===== config.mk =====
export PLATFORM = sky130hd
export DESIGN_NAME = accumulator_machine_execute_top
export DESIGN_NICKNAME = d
export VERILOG_FILES = /design/src/sv/ame_pkg.sv /design/src/sv/ame_ram.sv /design/src/sv/ame_front.sv /design/src/sv/ame_cmdq.sv /design/src/sv/ame_back.sv /design/src/sv/accumulator_machine_execute_top.sv
export SDC_FILE = /design/constraint.sdc
export NUM_CORES = 2
export LEC_CHECK = 0
export ABC_AREA = 1
export BUFFER_PORTS_ARGS = -buffer_cell sky130_fd_sc_hd__buf_2
export CAP_MARGIN = 25
export CORE_ASPECT_RATIO = 0.9
export CORE_MARGIN = 2
export CORE_UTILIZATION = 62
export DETAILED_ROUTE_END_ITERATION = 6
export GPL_ROUTABILITY_DRIVEN = 0
export GPL_TIMING_DRIVEN = 1
export PLACE_DENSITY = 0.79
export SLEW_MARGIN = 20
export SYNTH_ARGS = -nofsm -noshare
export SYNTH_HDL_FRONTEND = slang
export SYNTH_HIERARCHICAL = 1
export SYNTH_SLANG_ARGS = --single-unit

===== constraint.sdc =====
create_clock -name clk -period 9.1 [get_ports clk]
set_input_delay 0 -clock clk [delete_from_list [all_inputs] [get_ports clk]]
set_output_delay 0 -clock clk [all_outputs]
set_load 0.005 [all_outputs]

===== src/sv/ame_pkg.sv =====
// Shared types, codes and helpers for the accumulator machine execute block.
package ame_pkg;

  // Default sizes handed to the top level parameters
  localparam int MEM_DEPTH_DEF  = 16;
  localparam int WORD_WIDTH_DEF = 32;

  // Name codes
  localparam logic [4:0] REG_COUNT = 5'd14;
  localparam logic [4:0] CODE_ACC  = 5'd14;
  localparam logic [4:0] CODE_NULL = 5'd15;

  // Instruction opcodes
  typedef enum logic [3:0] {
    OP_SET   = 4'd0,
    OP_LOAD  = 4'd1,
    OP_ADD   = 4'd2,
    OP_INC   = 4'd3,
    OP_DEC   = 4'd4,
    OP_STORE = 4'd5,
    OP_SHOW  = 4'd6,
    OP_PAUSE = 4'd7,
    OP_END   = 4'd8
  } op_t;

  // Classified operation handed from front to back
  typedef enum logic [3:0] {
    K_NOP,
    K_SET,
    K_LOAD,
    K_ADD1,
    K_ADD2,
    K_ADD3,
    K_INC,
    K_DEC,
    K_STORE,
    K_SHOW_REG,
    K_SHOW_ACC
  } kind_t;

  typedef struct packed {
    kind_t       kind;
    logic [3:0]  addr_a;
    logic [3:0]  addr_b;
    logic [3:0]  addr_c;
    logic [3:0]  code;
    logic [31:0] imm;
  } cmd_t;

  // Fixed constant of a register name: D1..D10 = 1..10, ICR..UC = 12..15
  function automatic logic [3:0] reg_const(input logic [3:0] code);
    logic [3:0] res;
    if (code < 4'd10) begin
      res = code + 4'd1;
    end else begin
      res = code + 4'd2;
    end
    return res;
  endfunction

endpackage


===== src/sv/ame_ram.sv =====
// Generic RAM: one write port, two registered read ports.
module ame_ram #(
  parameter int WIDTH = 32,
  parameter int DEPTH = 16
) (
  input  logic                     clk,
  input  logic                     we,
  input  logic [$clog2(DEPTH)-1:0] waddr,
  input  logic [WIDTH-1:0]         wdata,
  input  logic                     re,
  input  logic [$clog2(DEPTH)-1:0] raddr0,
  input  logic [$clog2(DEPTH)-1:0] raddr1,
  output logic [WIDTH-1:0]         rdata0,
  output logic [WIDTH-1:0]         rdata1
);

  logic [WIDTH-1:0] mem [DEPTH];

  // Write and registered read
  always_ff @(posedge clk) begin
    if (we) begin
      mem[waddr] <= wdata;
    end
    if (re) begin
      rdata0 <= mem[raddr0];
      rdata1 <= mem[raddr1];
    end
  end

endmodule


===== src/sv/ame_front.sv =====
// Front end: accept instructions, resolve operand names and classify them.
module ame_front (
  input  logic              push,
  input  logic              q_full,
  input  logic [3:0]        opcode,
  input  logic [4:0]        first_operand,
  input  logic [4:0]        second_operand,
  input  logic [4:0]        third_operand,
  input  logic [31:0]       immediate_value,
  output logic              enq,
  output ame_pkg::cmd_t     enq_cmd
);

  logic a_ok, b_ok, c_ok;
  ame_pkg::kind_t kind;

  assign a_ok = first_operand  < ame_pkg::REG_COUNT;
  assign b_ok = second_operand < ame_pkg::REG_COUNT;
  assign c_ok = third_operand  < ame_pkg::REG_COUNT;

  // Classify; a used operand that is not a register makes a no-op (bar ACC for show, NULL b/c for add)
  always_comb begin
    kind = ame_pkg::K_NOP;
    case (opcode)
      ame_pkg::OP_SET:   if (a_ok) kind = ame_pkg::K_SET;
      ame_pkg::OP_LOAD:  if (a_ok) kind = ame_pkg::K_LOAD;
      ame_pkg::OP_ADD: begin
        if (second_operand == ame_pkg::CODE_NULL && third_operand == ame_pkg::CODE_NULL) begin
          if (a_ok) kind = ame_pkg::K_ADD1;
        end else if (third_operand == ame_pkg::CODE_NULL) begin
          if (a_ok && b_ok) kind = ame_pkg::K_ADD2;
        end else begin
          if (a_ok && b_ok && c_ok) kind = ame_pkg::K_ADD3;
        end
      end
      ame_pkg::OP_INC:   if (a_ok) kind = ame_pkg::K_INC;
      ame_pkg::OP_DEC:   if (a_ok) kind = ame_pkg::K_DEC;
      ame_pkg::OP_STORE: if (a_ok) kind = ame_pkg::K_STORE;
      ame_pkg::OP_SHOW: begin
        if (first_operand == ame_pkg::CODE_ACC) begin
          kind = ame_pkg::K_SHOW_ACC;
        end else if (a_ok) begin
          kind = ame_pkg::K_SHOW_REG;
        end
      end
      ame_pkg::OP_PAUSE: kind = ame_pkg::K_NOP;
      ame_pkg::OP_END:   kind = ame_pkg::K_NOP;
      default:           kind = ame_pkg::K_NOP;
    endcase
  end

  // Build the command; drop no-ops here since they have no effect
  always_comb begin
    enq_cmd.kind   = kind;
    enq_cmd.addr_a = ame_pkg::reg_const(first_operand[3:0]);
    enq_cmd.addr_b = ame_pkg::reg_const(second_operand[3:0]);
    enq_cmd.addr_c = ame_pkg::reg_const(third_operand[3:0]);
    enq_cmd.code   = first_operand[3:0];
    enq_cmd.imm    = immediate_value;
  end

  assign enq = push && !q_full && (kind != ame_pkg::K_NOP);

endmodule


===== src/sv/ame_cmdq.sv =====
// Two-entry command queue between front end and back end.
module ame_cmdq (
  input  logic          clk,
  input  logic          rst,
  input  logic          enq,
  input  ame_pkg::cmd_t enq_cmd,
  output logic          full,
  input  logic          deq,
  output logic          nonempty,
  output ame_pkg::cmd_t head_cmd
);

  ame_pkg::cmd_t entry [2];
  logic       wr_ptr, rd_ptr;
  logic [1:0] count;

  assign full     = count == 2'd2;
  assign nonempty = count != 2'd0;
  assign head_cmd = entry[rd_ptr];

  // Store incoming commands
  always_ff @(posedge clk) begin
    if (enq) begin
      entry[wr_ptr] <= enq_cmd;
    end
  end

  // Advance pointers and count
  always_ff @(posedge clk) begin
    if (rst) begin
      wr_ptr <= 1'b0;
      rd_ptr <= 1'b0;
      count  <= 2'd0;
    end else begin
      if (enq) wr_ptr <= !wr_ptr;
      if (deq) rd_ptr <= !rd_ptr;
      if (enq && !deq) begin
        count <= count + 2'd1;
      end else if (deq && !enq) begin
        count <= count - 2'd1;
      end
    end
  end

endmodule


===== src/sv/ame_back.sv =====
// Back end: read operands, execute, update memory and accumulator, hold the result.
module ame_back #(
  parameter int MEM_DEPTH  = ame_pkg::MEM_DEPTH_DEF,
  parameter int WORD_WIDTH = ame_pkg::WORD_WIDTH_DEF
) (
  input  logic          clk,
  input  logic          rst,
  input  logic          q_nonempty,
  input  ame_pkg::cmd_t q_head,
  output logic          deq,
  output logic          empty,
  input  logic          pop,
  output logic [3:0]    shown_code,
  output logic [31:0]   shown_value
);

  localparam int AW = $clog2(MEM_DEPTH);

  typedef enum logic [1:0] {
    ST_ISSUE = 2'b01,
    ST_EXEC  = 2'b10
  } state_t;

  state_t              state;
  ame_pkg::cmd_t       cmd;
  logic [WORD_WIDTH-1:0] acc;
  logic [MEM_DEPTH-1:0]  valid;
  logic                  rvalid0, rvalid1;
  logic [WORD_WIDTH-1:0] rdata0, rdata1, m0, m1;
  logic [WORD_WIDTH-1:0] sum, wdata;
  logic [AW-1:0]         waddr;
  logic                  we;
  logic                  out_valid;
  logic                  is_show, stall, exec;
  logic signed [63:0]    imm_ext, acc_ext;

  assign deq = (state == ST_ISSUE) && q_nonempty;

  ame_ram #(
    .WIDTH(WORD_WIDTH),
    .DEPTH(MEM_DEPTH)
  ) u_ram (
    .clk   (clk),
    .we    (we),
    .waddr (waddr),
    .wdata (wdata),
    .re    (deq),
    .raddr0(AW'(q_head.addr_a)),
    .raddr1(AW'(q_head.addr_b)),
    .rdata0(rdata0),
    .rdata1(rdata1)
  );

  // Words never written read as zero
  assign m0 = rvalid0 ? rdata0 : '0;
  assign m1 = rvalid1 ? rdata1 : '0;

  assign is_show = (cmd.kind == ame_pkg::K_SHOW_REG) || (cmd.kind == ame_pkg::K_SHOW_ACC);
  assign stall   = is_show && out_valid && !pop;
  assign exec    = (state == ST_EXEC) && !stall;

  assign sum     = acc + m0 + ((cmd.kind == ame_pkg::K_ADD1) ? '0 : m1);
  assign imm_ext = 64'(signed'(cmd.imm));
  assign acc_ext = 64'(signed'(acc));

  // Select the memory write
  always_comb begin
    we    = 1'b0;
    waddr = AW'(cmd.addr_a);
    wdata = m0;
    case (cmd.kind)
      ame_pkg::K_SET: begin
        we    = exec;
        wdata = imm_ext[WORD_WIDTH-1:0];
      end
      ame_pkg::K_INC: begin
        we    = exec;
        wdata = m0 + WORD_WIDTH'(1);
      end
      ame_pkg::K_DEC: begin
        we    = exec;
        wdata = m0 - WORD_WIDTH'(1);
      end
      ame_pkg::K_STORE: begin
        we    = exec;
        wdata = acc;
      end
      ame_pkg::K_ADD3: begin
        we    = exec;
        waddr = AW'(cmd.addr_c);
        wdata = sum;
      end
      default: we = 1'b0;
    endcase
  end

  // Latch the issued command and the valid bits of its operands
  always_ff @(posedge clk) begin
    if (deq) begin
      cmd     <= q_head;
      rvalid0 <= valid[AW'(q_head.addr_a)];
      rvalid1 <= valid[AW'(q_head.addr_b)];
    end
  end

  // Sequence issue and execute
  always_ff @(posedge clk) begin
    if (rst) begin
      state <= ST_ISSUE;
    end else begin
      case (state)
        ST_ISSUE: if (deq) state <= ST_EXEC;
        ST_EXEC:  if (!stall) state <= ST_ISSUE;
        default:  state <= ST_ISSUE;
      endcase
    end
  end

  // Update valid bits and the accumulator
  always_ff @(posedge clk) begin
    if (rst) begin
      valid <= '0;
      acc   <= '0;
    end else begin
      if (we) valid[waddr] <= 1'b1;
      if (exec) begin
        case (cmd.kind)
          ame_pkg::K_LOAD: acc <= m0;
          ame_pkg::K_ADD1,
          ame_pkg::K_ADD2,
          ame_pkg::K_ADD3: acc <= sum;
          default:         acc <= acc;
        endcase
      end
    end
  end

  // Hold the result until popped
  always_ff @(posedge clk) begin
    if (rst) begin
      out_valid <= 1'b0;
    end else if (exec && is_show) begin
      out_valid <= 1'b1;
    end else if (pop) begin
      out_valid <= 1'b0;
    end
  end

  always_ff @(posedge clk) begin
    if (exec && is_show) begin
      if (cmd.kind == ame_pkg::K_SHOW_ACC) begin
        shown_code  <= ame_pkg::CODE_ACC[3:0];
        shown_value <= acc_ext[31:0];
      end else begin
        shown_code  <= cmd.code;
        shown_value <= {28'd0, ame_pkg::reg_const(cmd.code)};
      end
    end
  end

  assign empty = !out_valid;

endmodule


===== src/sv/accumulator_machine_execute_top.sv =====
// Accumulator machine execute block: front end, command queue and back end.
// Flow: the back end takes one instruction at a time, reading the single data memory
// and then writing it; no-op instructions are dropped by the front end and never queued.
// Reset: rst (synchronous) empties the queue and result register, zeroes the
// accumulator and clears the memory valid bits so every word reads as zero.
module accumulator_machine_execute_top #(
  parameter int MEM_DEPTH  = ame_pkg::MEM_DEPTH_DEF,
  parameter int WORD_WIDTH = ame_pkg::WORD_WIDTH_DEF
) (
  input  logic        clk,
  input  logic        rst,
  input  logic        push,
  output logic        full,
  input  logic [3:0]  opcode,
  input  logic [4:0]  first_operand,
  input  logic [4:0]  second_operand,
  input  logic [4:0]  third_operand,
  input  logic [31:0] immediate_value,
  output logic        empty,
  input  logic        pop,
  output logic [3:0]  shown_code,
  output logic [31:0] shown_value
);

  logic          enq, deq, q_nonempty;
  ame_pkg::cmd_t enq_cmd, head_cmd;

  ame_front u_front (
    .push           (push),
    .q_full         (full),
    .opcode         (opcode),
    .first_operand  (first_operand),
    .second_operand (second_operand),
    .third_operand  (third_operand),
    .immediate_value(immediate_value),
    .enq            (enq),
    .enq_cmd        (enq_cmd)
  );

  ame_cmdq u_cmdq (
    .clk     (clk),
    .rst     (rst),
    .enq     (enq),
    .enq_cmd (enq_cmd),
    .full    (full),
    .deq     (deq),
    .nonempty(q_nonempty),
    .head_cmd(head_cmd)
  );

  ame_back #(
    .MEM_DEPTH (MEM_DEPTH),
    .WORD_WIDTH(WORD_WIDTH)
  ) u_back (
    .clk        (clk),
    .rst        (rst),
    .q_nonempty (q_nonempty),
    .q_head     (head_cmd),
    .deq        (deq),
    .empty      (empty),
    .pop        (pop),
    .shown_code (shown_code),
    .shown_value(shown_value)
  );

endmodule


=== Word level (Yosys, flattened, before mapping) ===
Memory sizes are Yosys's and may differ from the RTL's. A register that Yosys moved wholly into a read port is not among the register bits.
Cells that the tools add are included.

* Bits in registers: 141
* Bits in writable memories: 616
* Input port bits: 55
* Output and inout port bits: 38
* Logic and storage cells: 145
* Memories kept: 2

* Add/sub/neg operators: 14
* Magnitude comparators: 11
* Eq/ne operators: 24
* Multiplexer cells: 44
* Bitwise gates (word level): 1
* Reduce and logical (&&, ||, !) cells: 32

{| class="wikitable"
|+ Memory list
! memory !! words !! width !! rd ports !! clocked after memory_dff !! write ports !! line !! source
|-
| u_back.u_ram.mem || 16 || 32 || 2 || 2 || 1 || ame_ram.sv:17 || <nowiki>logic [WIDTH-1:0] mem [DEPTH];</nowiki>
|-
| u_cmdq.entry || 2 || 52 || 1 || 1 || 1 || ame_cmdq.sv:13 || <nowiki>ame_pkg::cmd_t entry [2];</nowiki>
|}

{| class="wikitable"
|+ Operator list
! cell !! number
|-
| $pmux W32 S5 || 1
|-
| $mux W32 || 3
|-
| $add A32 B32 Y32 || 2
|-
| $pmux W32 S2 || 1
|-
| $mux W4 || 11
|-
| $add A32 B1 Y32 const B || 1
|-
| $sub A32 B1 Y32 const B || 1
|-
| $eq A4 B3 Y1 const B || 7
|-
| $pmux W4 S7 || 1
|-
| $add A4 B1 Y4 const B || 4
|-
| $add A4 B2 Y4 const B || 4
|-
| $eq A4 B2 Y1 const B || 4
|-
| $lt A4 B4 Y1 const B || 4
|-
| $or A16 B16 Y16 || 1
|-
| $eq A5 B4 Y1 const B || 3
|-
| $lt A4 B5 Y1 const B || 3
|-
| $lt A5 B4 Y1 const B || 3
|-
| $logic_and A1 B1 Y1 || 13
|-
| $mux W1 || 13
|-
| $eq A4 B4 Y1 const B || 3
|-
| $mux W2 || 6
|-
| $mux W3 || 4
|-
| $bmux W1 S4 || 2
|-
| $eq A4 B1 Y1 const B || 2
|-
| other kinds (16) || 29
|}

=== Logic depth before layout (Yosys ltp) ===
* Word-level depth: 13
* Gate-level depth with buffers: 21
* Depth with buffers taken out: 20

=== Modules after synthesis ===
The synthesis kept the hierarchy.

{| class="wikitable"
|+ Modules (own cells, without submodules)
! module !! instances !! cells an instance !! area each (µm²) !! seq. area each (µm²)
|-
| ame_ram || 1 || 3317 || 29311.9 || 17296.6
|-
| ame_back || 1 || 1913 || 12209.2 || 3603.5
|-
| ame_cmdq || 1 || 195 || 4234.1 || 3223.1
|-
| ame_front || 1 || 154 || 890.9 || 0.0
|}

=== Least setup slack after synthesis ===
Ideal clock, no wire load.

* Path type: flip-flop to flip-flop
* Start point: register u_cmdq.count[0]
* End point: register u_cmdq.count[1]
* Setup time: 64 ps
* Arrival time: 6305 ps
* Required time: 9036 ps
* Slack: 2732 ps
* Stages on the path, launching flop included: 12
* Path buffers: 0
* Cells stage by stage: dfxtp_1 -> inv_1 -> nand2_1 -> inv_1 -> nor2_1 -> inv_1 -> ha_1 -> inv_1 -> nand3_1 -> nand2_1 -> inv_1 -> nor2_1

* Elaborated cells between the ends (all ways): 15
* Those cells by class: add/sub (2); eq/ne (1); mux (2); reduce/logical (10)

{| class="wikitable"
|+ RTL lines
! item !! line !! source
|-
| start: declaration || ame_cmdq.sv:15 || <nowiki>logic [1:0] count;</nowiki>
|-
| start signal: assignment || ame_cmdq.sv:38 || <nowiki>count <= count + 2'd1;</nowiki>
|-
| start signal: assignment || ame_cmdq.sv:40 || <nowiki>count <= count - 2'd1;</nowiki>
|-
| $reduce_bool A2 Y1 * || ame_cmdq.sv:18 || <nowiki>assign nonempty = count != 2'd0;</nowiki>
|-
| named net q_nonempty || accumulator_machine_execute_top.sv:25 || <nowiki>logic enq, deq, q_nonempty;</nowiki>
|-
| $logic_and A1 B1 Y1 * || ame_back.sv:37 || <nowiki>assign deq = (state == ST_ISSUE) && q_nonempty;</nowiki>
|-
| named net deq || accumulator_machine_execute_top.sv:25 ||
|-
| $logic_not A1 Y1 || ame_cmdq.sv:37 || <nowiki>if (enq && !deq) begin</nowiki>
|-
| $logic_and A1 B1 Y1 || ame_cmdq.sv:37 ||
|-
| $mux W2 or $reduce_bool A2 Y1 (tied branches) || -- ||
|}

Mark *: on every way through the listed nets, which the timed path passes. The rest lies on a longest branch. The select of a mux whose other input is x is not followed.
A chain may end at the register's enable or synchronous reset.

=== Worst setup path after layout ===
* Start point: register u_back/cmd[51] (netlist name)
* End point: memory u_back.u_ram.mem[14][17] (data pin)

* Longest elaborated chain between the ends: 4
* Elaborated cells between the ends (all ways): 9
* Those cells by class: add/sub (1); eq/ne (6); mux (2)

{| class="wikitable"
|+ RTL lines
! item !! line !! source
|-
| start: declaration || ame_back.sv:25 || <nowiki>ame_pkg::cmd_t cmd;</nowiki>
|-
| start signal: assignment || ame_back.sv:100 || <nowiki>cmd <= q_head;</nowiki>
|-
| $eq A4 B2 Y1 || ame_back.sv:62 || <nowiki>assign sum = acc + m0 + ((cmd.kind == ame_pkg::K_ADD1) ? '0 : m1);</nowiki>
|-
| $mux W32 || ame_back.sv:62 ||
|-
| $add A32 B32 Y32 || ame_back.sv:62 ||
|-
| $pmux W32 S5 * || ame_back.sv:71 || <nowiki>case (cmd.kind)</nowiki>
|-
| named net u_back.wdata[17] || ame_back.sv:30 || <nowiki>logic [WORD_WIDTH-1:0] sum, wdata;</nowiki>
|-
| end: declaration || ame_ram.sv:17 ||
|}

Mark *: on every way through the listed nets, which the timed path passes. The rest lies on a longest branch.

==> impl_metrics.toml <==
[pwr]
p_seq_share_pct = 36.0
leakage_nw = 23.3
clockPowerShare_pct = 24.2
ir_drop_uv = 193
switching_share_pct = 40.2
p_per_area_mw_per_mm2 = 290
p_sw_mw = 5.89
p_int_mw = 8.75
pwr-share-comb_pct = 39.8

[status]
violations = "design-rule violations"
status = "finished with violations"

[setup_path]
r2r-end = "u_back/u_ram/mem[14][17]"
crit_top_cell = "nand2_1"
start_kind = "flop"
slowest_stage = "nor2_1"
cp-end-kind = "flop"
r2r-start = "u_back/cmd[51]"
cp.arrival_ps = 5230
cpPeakStageDelay_ps = 740
path_max_fanout = 31
r2r_cells = 18
cp-startpoint = "u_back/cmd[51]"
r2r_setup_slack_ps = 4200
critical_path_class = "flop to flop"
critical_path.endpoint = "u_back/u_ram/mem[14][17]"
crit_required_ps = 9430
path_cells = "nor2_1 > nand2_1 > nand2_2 > nor2_1 > fa_1 > ha_1 > fa_1 > nand3_1 > nand3_1 > nand2_1 > nand2_1 > nand2_1 > nand2_1 > xor2_1 > nand2_1 > nand2_1 > nor2_1 > nor2_1"

[detailed_routing]
wire_per_inst_um = 21.0
ant_nets = 0
viasPerCell = 5.95
drt_iter0_drc = 5922
routed_wl_um = 139000
dr_total_vias = 39416
firstDrtPassIters = 7
drc_errors = 1

[final_layout]
drive_gt1_share_pct = 7.09
final_cells = 6625
nets = 5744
area_growth_pct = 8.41
antenna_cells = 0
n_fill_cell = 5602

[logic_synthesis]
ys_types = 59
synth_area_mm2 = 0.0466
async_reset_ff_share_pct = 0
syn_inst = 5579
ys_seq_area_share_pct = 51.7
synth_ff_type = "edfxtp_1"
syn-num-nets = 5737
syn_avg_cell_area_um2 = 8.36
synth_edf_count = 766
yosys_warnings = 6
ys_ff_latch = 822

[timing]
hold_viol = 0
finalCritPeriodShare_pct = 53.8
tightest_slew_ps = 1160
min_period_ps = 4900
finalSetupViolations = 0
slew_violations = 0
setup_tns_ps = 0
finalClockSkew_ps = 27.9
fmaxAchievable_mhz = 204
slew_headroom_pct = 22.6
setup_slack_ps = 4200
rsz0062_at_grt = "no"

[floorplanning]
die_h_um = 264
io_pins = 93
die_w_um = 293
placementRows = 95
die-area_mm2 = 0.0774
start_util_pct = 62.6
core_area_mm2 = 0.0745

[job]
max_cap_violations = 0

[cts]
cts_tree = "built"
cts_buffers = 84
cts.sinks = 822
cts_buffer_depth = 3
cts_hold_buf = 67
ctsRootBufferMaster = "clkbuf_16"
cts_setup_buffers = 0
ctsResizeCount = 0
clkTransAtPathRegs_ps = 60
clk_latency_ps = 660
htree_num_levels = 3

[placed_design]
dp_cells = 6400
place_ws_ps = 4400
hpwl_um = 79900
io_buffers = 92

[min_path]
worstHoldPathType = "input port to flop"
min_from = "immediate_value[20]"

[global_route]
overflow = 0
antenna_found_initial = 0
grt_max_degree = 180
grt_pass1_vias = 37451
grt_usage_pct = 35.4
grt_pass1_wl_um = 210000
critical path: cells and delay by family, from the launching register on:
family | cells | cell delay [ps]
xor gates and xnor gates | 1 | 170
adders and majority gates | 3 | 1220
DFF | 1 | 440
and+or+nand+nor | 14 | 2730
per-stage QoR:
stage	utilization (%)	cell area [µm²]	hold WS [ps]	power [mW]
after CTS	67.8	50500	53.5	14.4
after floorplan	-	46600	72.4	9.33
final	67.9	50600	75.0	14.6
after detailed placement	63.1	47000	193	10.9
after global routing	67.9	50600	72.8	15.2
after global placement	63.0	47000	188	10.7
sequential cells by signal (all words and copies together), names as in the netlist, named ones only:
register	count
u_back/acc	32
u_back/cmd	48
u_back/out_valid	1
u_back/rvalid0	1
u_back/rvalid1	1
u_back/shown_code	4
u_back/shown_value	32
u_back/state	2
u_back/u_ram/mem	512
u_back/u_ram/rdata0	32
u_back/u_ram/rdata1	32
u_back/valid	16
u_cmdq/count	2
u_cmdq/entry	104
u_cmdq/rd_ptr	1
u_cmdq/wr_ptr	1
synthesized netlist by cell type, types with 5 or more instances:
master    number  area share, %
nand2_1     1777             14
nand3_1      995             11
inv_1        907            7.3
edfxtp_1     766             49
nor2_1       239            1.9
a21oi_1      144            1.5
buf_2        115            1.2
o21ai_0       90           0.97
ha_1          70            1.9
dfxtp_1       56            2.4
buf_6         52            1.3
clkbuf_1      50           0.40
mux2_4        50            1.6
buf_4         49           0.79
fa_1          33            1.4
buf_1         23           0.19
xor2_1        21           0.39
nand4_1       13           0.17
nor3_1        12           0.13
inv_2         10          0.080
xnor2_1        8           0.15
nand3b_1       7           0.11
a31oi_1        6          0.080
nor2_2         6          0.080
buf_12         5           0.21
o21ai_2        5          0.094
routing by layer:
layer | track usage, % | up-vias | share of wire, %
li1 | - | 17950 | -
met1 | 46.1 | 17899 | 36
met2 | 54.8 | 2952 | 44
met3 | 6.78 | 615 | 13
met4 | 22.7 | 0 | 6.8
met5 | 0 | - | 0
cell usage in the layout (no fill, tap or decap), types with 8 or more instances in the layout:
cell,count
nand2_1,1776
ha_1,70
dlygate4sd3_1,67
nor3_1,12
inv_1,903
buf_2,92
clkinv_1,16
nand3_1,995
buf_4,52
inv_2,12
xor2_1,21
nor2_1,221
xnor2_1,8
nand4_1,13
clkbuf_16,88
a21oi_1,144
bufinv_16,9
dfxtp_1,55
nor2_4,20
mux2_4,49
edfxtp_1,766
clkbuf_1,18
clkinv_2,10
o21ai_0,88
fa_1,33
cell families after synthesis:
family / Yosys count / share of synthesized area (%)
fa+ha+maj: 103 / 3.29
compound gates: 276 / 3.24
xor+xnor: 29 / 0.545
flops: 822 / 51.7
mux: 52 / 1.66
buf+inv: 1217 / 11.6
simple gates: 3080 / 28.0
power groups by stage:
stage	clock, mW	sequential (mW)	combinational, mW
2_1_floorplan	0	5.33	4.00
3_3_place_gp	0	5.34	5.39
3_5_place_dp	0	5.35	5.52
4_1_cts	3.56	5.27	5.59
5_1_grt	3.70	5.29	6.22
6_report	3.54	5.28	5.83
area by class of cell:
class	count	area (µm²)	share of cell area [%]
Clock buffer	112	2350	4.65
Clock inverter	43	465	0.920
Inverter	921	3480	6.88
Multi-Input combinational cell	3540	17300	34.2
Sequential cell	822	24100	47.7
Tap cell	970	1210	2.40
Timing Repair Buffer	217	1630	3.22
worst min path at each step:
stage / endpoint / slack, ps / cells past startpoint
finish: u_cmdq/entry[0][20] / 70 / 2
global route: u_cmdq/entry[0][25] / 70 / 2
CTS: u_cmdq/entry[1][25] / 50 / 2
detailed placement: u_cmdq/entry[0][10] / 190 / 1
global placement: u_cmdq/entry[0][2] / 190 / 1
floorplan: flop / 70 / 1
No activity file was read; power rests on OpenSTA's default activity.
